$ cat src/hw/rtl/rpn_pkg.sv
// Package for the RPN stack calculator: operation codes, Q16.16 constants, shared types.
// No dependencies.
`timescale 1ns / 1ps
package rpn_pkg;

  localparam int unsigned DefStackDepth = 64;
  localparam logic [31:0] PiQ16 = 32'd205887;
  localparam logic [15:0] CntMax = 16'hFFFF;

  localparam logic [3:0] OpPush = 4'd0;
  localparam logic [3:0] OpAdd  = 4'd1;
  localparam logic [3:0] OpSub  = 4'd2;
  localparam logic [3:0] OpMul  = 4'd3;
  localparam logic [3:0] OpDiv  = 4'd4;
  localparam logic [3:0] OpSqr  = 4'd5;
  localparam logic [3:0] OpNeg  = 4'd6;
  localparam logic [3:0] OpPi   = 4'd7;
  localparam logic [3:0] OpDup  = 4'd8;

  localparam logic [1:0] ErrNone    = 2'd0;
  localparam logic [1:0] ErrInvalid = 2'd1;
  localparam logic [1:0] ErrDivZero = 2'd2;
  localparam logic [1:0] ErrEmpty   = 2'd3;

  // Commands from the controller to the datapath.
  typedef struct packed {
    logic load_op;     // latch mode and operand
    logic pop_a;       // pop into register a
    logic pop_b;       // pop into register b
    logic compute;     // start the result computation
    logic push_res;    // push the result register
    logic push_a;      // push register a (duplicate)
    logic bump_inv;    // count an invalid token
    logic out_load;    // capture the output item
  } rpn_cmd_t;

  typedef struct packed {
    logic rd_wait;     // stack read still in flight
    logic res_ready;   // result valid in register
    logic res_push;    // result should be pushed
  } rpn_sts_t;

  function automatic logic [31:0] sat64(input logic signed [63:0] v);
    if (v > 64'sh7FFF_FFFF) return 32'h7FFF_FFFF;
    if (v < -64'sh8000_0000) return 32'h8000_0000;
    return v[31:0];
  endfunction

endpackage

$ cat src/hw/rtl/rpn_controller.sv
// Sequencer for one operation: pops, compute, pushes, result capture.
// Depends on rpn_pkg.
`timescale 1ns / 1ps
module rpn_controller (
  input  logic              clk,
  input  logic              rst,
  input  logic              in_valid,
  output logic              in_ready,
  input  logic [3:0]        in_mode,
  output logic              out_valid,
  input  logic              out_ready,
  output rpn_pkg::rpn_cmd_t cmd,
  input  rpn_pkg::rpn_sts_t sts
);
  typedef enum logic [9:0] {
    S_IDLE = 10'b0000000001, S_POPA = 10'b0000000010, S_WA = 10'b0000000100,
    S_POPB = 10'b0000001000, S_WB = 10'b0000010000, S_CALC = 10'b0000100000,
    S_WRES = 10'b0001000000, S_DUP = 10'b0010000000, S_OUT = 10'b0100000000,
    S_SEND = 10'b1000000000
  } state_t;

  state_t state, state_next;
  logic [3:0] mode;
  logic dup2;
  logic binop, unop;

  assign binop = (mode == rpn_pkg::OpAdd) || (mode == rpn_pkg::OpSub) ||
                 (mode == rpn_pkg::OpMul) || (mode == rpn_pkg::OpDiv);
  assign unop  = (mode == rpn_pkg::OpSqr) || (mode == rpn_pkg::OpNeg) ||
                 (mode == rpn_pkg::OpDup);

  always_comb begin
    state_next = state;
    cmd = '0;
    in_ready = 1'b0;
    out_valid = 1'b0;
    unique case (state)
      S_IDLE: begin
        in_ready = 1'b1;
        if (in_valid) begin
          cmd.load_op = 1'b1;
          state_next = S_POPA;
        end
      end
      S_POPA: begin
        if (binop || unop) begin
          cmd.pop_a = 1'b1;
          state_next = S_WA;
        end else if (mode == rpn_pkg::OpPush || mode == rpn_pkg::OpPi) begin
          state_next = S_CALC;
        end else begin
          cmd.bump_inv = 1'b1;
          state_next = S_OUT;
        end
      end
      S_WA: if (!sts.rd_wait) begin
        if (binop) state_next = S_POPB;
        else if (mode == rpn_pkg::OpDup) state_next = S_DUP;
        else state_next = S_CALC;
      end
      S_POPB: begin cmd.pop_b = 1'b1; state_next = S_WB; end
      S_WB: if (!sts.rd_wait) state_next = S_CALC;
      S_CALC: begin cmd.compute = 1'b1; state_next = S_WRES; end
      S_WRES: if (sts.res_ready) begin
        cmd.push_res = sts.res_push;
        state_next = S_OUT;
      end
      S_DUP: begin
        cmd.push_a = 1'b1;
        if (dup2) state_next = S_OUT;
      end
      S_OUT: begin cmd.out_load = 1'b1; state_next = S_SEND; end
      S_SEND: begin
        out_valid = 1'b1;
        if (out_ready) state_next = S_IDLE;
      end
      default: state_next = S_IDLE;
    endcase
  end

  always_ff @(posedge clk) begin
    if (rst) begin
      state <= S_IDLE;
      dup2 <= 1'b0;
    end else begin
      state <= state_next;
      if (state == S_DUP) dup2 <= ~dup2;
    end
    if (state == S_IDLE && in_valid) mode <= in_mode;
  end
endmodule

$ cat config.mk
export PLATFORM = sky130hd
export DESIGN_NAME = rpn_controller
export DESIGN_NICKNAME = d
export VERILOG_FILES = /design/src/hw/rtl/rpn_pkg.sv /design/src/hw/rtl/rpn_controller.sv
export SDC_FILE = /design/constraint.sdc
export NUM_CORES = 1
export LEC_CHECK = 0
export BUFFER_PORTS_ARGS = -buffer_cell sky130_fd_sc_hd__buf_2
export CAP_MARGIN = 20
export CORE_MARGIN = 2
export CORE_UTILIZATION = 40
export CTS_BUF_LIST = sky130_fd_sc_hd__clkbuf_4 sky130_fd_sc_hd__clkbuf_8 sky130_fd_sc_hd__clkbuf_16
export CTS_CLUSTER_DIAMETER = 60
export DETAILED_ROUTE_END_ITERATION = 6
export GPL_TIMING_DRIVEN = 0
export REMOVE_ABC_BUFFERS = 1
export SYNTH_ARGS = -nofsm -noshare
export SYNTH_HDL_FRONTEND = slang
export SYNTH_SLANG_ARGS = --single-unit
$ cat constraint.sdc
create_clock -name clk -period 2.15 [get_ports clk]
set_input_delay 0.3225 -clock clk [delete_from_list [all_inputs] [get_ports clk]]
set_output_delay 0.3225 -clock clk [all_outputs]
set_load 0.01 [all_outputs]
==> impl_metrics.toml <==
[power]
seqPwrFrac = 0.439
p_comb_frac = 0.370
clkPwrFrac = 0.191
intPower_mw = 0.572
switchingPower_mw = 0.324
p_leak_nw = 0.441
power_mw = 0.896
peakVddDrop_v = 0.000600
p_per_area_nw_per_um2 = 827
swShare = 0.361

[worst_setup_path]
r2r.worst_path.cells = 6
crit_arrival_ns = 1.73
endpoint_kind = "output port"
cp.required_ns = 1.83
r2r_end = "state[3]"
crit_type = "flop to output port"
r2r_slack_ns = 0.14
critPathLaunchType = "flop"
worstPathMaxFanout = 5
reg2reg_from = "state[4]"

[yosys]
synth_compound_area_frac = 0.194
synth_ff_type = "dfxtp_1"
netlist_instances = 98
synth.top_cell.area_share = 0.246
yosysSeqAreaShare = 0.380
async_flop_share = 0
synth_area_leader_cell = "dfxtp_1"
synth_top_family_by_area = "simple AND/OR/NAND/NOR gates"
synthTopCellsByArea = "dfxtp_1 (25%), edfxtp_1 (13%), nor4_4 (4.7%)"
yosysUniqueCellTypes = 42
syn_avg_cell_area_um2 = 9.14
synth_edf_count = 4
synthXorXnorAreaFrac = 0.0293
synth-simple-area-share = 0.362
ys_warn_count = 0
netlist_area_um2 = 896
synth_adder_area_share = 0
ys_ff_latch = 15
synthMuxAreaShare = 0

[clocking]
insertion_delay_ns = 0.28
clockRootBuffer = "clkbuf_4"
ctsHoldBuffers = 0
cts_made_buffers = 3
cts.sinks = 15
cts_htree_levels = 1
cts_tree = "yes"
cts_buffer_depth = 2
clkTransAtPathRegs_ns = 0.08

[place]
preCtsSetupSlack_ns = 0.165
io_buffers = 20
dp_hpwl_um = 1630
dp_cells = 144
routabilityCongestion = 0.838
placed_cell_area_um2 = 1020

[floorplanning]
die_area_um2 = 2630
die_h_um = 51.3
start_util = 0.413
core_area_um2 = 2170
die_w_um = 51.3
ioPinCount = 21
rows = 17

[routing]
ant_nets = 0
vias_per_cell = 5.77
top_layer = "met4"
drtIter0Drc = 24
wl_um = 2120
drcViolationCount = 0
dr.pass1.iters = 4
avgRoutedWirePerCell_um = 14.2
wl_met3_um = 98
vias = 860
wl_met2_um = 1030
wl_met1_um = 978

[grt]
grt_pass1_wl_um = 3570
first_global_vias = 811
grt_use_total = 0.185
grt_max_degree = 10
antenna_found_initial = 0
grt_overflow = 0

[outcome]
outcome = "finished clean"

[timing]
layout_min_cycle_time_ns = 2.05
maxSlewHeadroom = 0.631
drv_slew = 0
tightest_slew_ns = 0.550
finalSetupTns_ns = 0
worst_slack_ns = 0.0957
setup_viol = 0
max_freq_mhz = 487
fin_crit_sh = 0.956
hold_viol_final = 0
clock-skew-final_ns = 0.00832
rsz0062_at_grt = "no"

[final_layout]
drive_gt1_frac = 0.331
area.growth.synth_to_final_pct = 20.9
instances_no_fill = 149
postLayoutCellArea_um2 = 1080
antenna_cells = 0
nets = 133

[min_path]
min_to = "mode[3]"
hp-start = "in_mode[3]"
hold_depth = 1
min_path_type = "primary input to flop"

[job]
maxCapViolations = 0
[cell usage in the layout, fill, tap and decap left out, types with 2 or more instances in the layout]
master / synthesis / layout
buf_2: 1 / 20
nor2_1: 11 / 10
nand2_1: 9 / 8
dfxtp_1: 11 / 8
inv_1: 6 / 6
nand3_1: 4 / 4
o21ai_0: 4 / 4
nor3_1: 4 / 4
clkbuf_4: 0 / 4
edfxtp_1: 4 / 4
nor2b_1: 3 / 3
o2bb2ai_1: 3 / 3
dfxtp_2: 0 / 3
nor4_4: 2 / 2
or4b_4: 1 / 2
xnor2_1: 2 / 2
nand4_1: 2 / 2
a21oi_1: 2 / 2
a211o_1: 2 / 2
[power groups by stage]
stage	clock [mW]	combinational [mW]	sequential [mW]
floorplan	0	0.241	0.382
global placement	0	0.314	0.391
detailed placement	0	0.318	0.395
CTS	0.180	0.322	0.390
global route	0.195	0.368	0.401
finish	0.171	0.332	0.393
[synthesized netlist by cell type (2+ instances only)]
cell       count
nor2b_1        3
nand4_1        2
and2_1         2
nor3b_1        2
a211o_1        2
inv_1          6
nand3_1        4
edfxtp_1       4
dfxtp_1       11
nor2_1        11
nor3_1         4
o21ai_0        4
nand2_1        9
o2bb2ai_1      3
a21oi_1        2
xnor2_1        2
nor4_4         2
[repair_timing]
item                                    CTS  global route
endpoints found under the setup margin    3             4
gates resized for setup                   2             7
buffers inserted                          1             0
pin swaps                                 1             2
[worst max-delay path, cell delays in order (launching register included)]
cell	delay, ns
dfxtp_1	0.45
or4b_4	0.52
nor2_4	0.14
o2111a_1	0.22
buf_2	0.14
[layer usage]
metal,track usage,up-vias
li1,-,421
met2,0.301,19
met1,0.235,418
met5,0,-
met3,0.0322,2
met4,0.0921,0
[final cells by class]
cell class / instances / area, um^2
Clock buffer: 4 / 30.0
Fill cell: 209 / 1090
Inverter: 6 / 22.5
Multi-Input combinational cell: 75 / 544
Sequential cell: 15 / 344
Tap cell: 28 / 35.0
Timing Repair Buffer: 21 / 108
[cells by family (layout without fill, tap and decap cells)]
logic type / after synthesis / count (layout)
compound gates: 21 / 21
xor+xnor: 3 / 3
buf+inv: 8 / 31
flops: 15 / 15
simple gates: 51 / 51
[worst max path at each step]
stage | startpoint | endpoint | cells past startpoint
6_report | state[1] | cmd[6] | 4
5_1_grt | state[1] | cmd[6] | 4
4_1_cts | state[2] | cmd[7] | 4
3_5_place_dp | state[6] | state[0] | 5
3_3_place_gp | state[6] | cmd[6] | 5
2_1_floorplan | state[0] | state[0] | 5
[flip-flops by register name, summed over array words and instances (netlist names)]
register / cells
state: 10
mode: 4
dup2: 1
[metrics by stage]
| step | hold slack (ns) | utilization |
|---|---|---|
| 6_report | 0.219 | 0.499 |
| 5_1_grt | 0.194 | 0.499 |
| 4_1_cts | 0.207 | 0.490 |
| 3_5_place_dp | 0.501 | 0.471 |
| 3_3_place_gp | 0.499 | 0.471 |
| 2_1_floorplan | 0.395 | - |
Power figures use the tool's default switching activity.
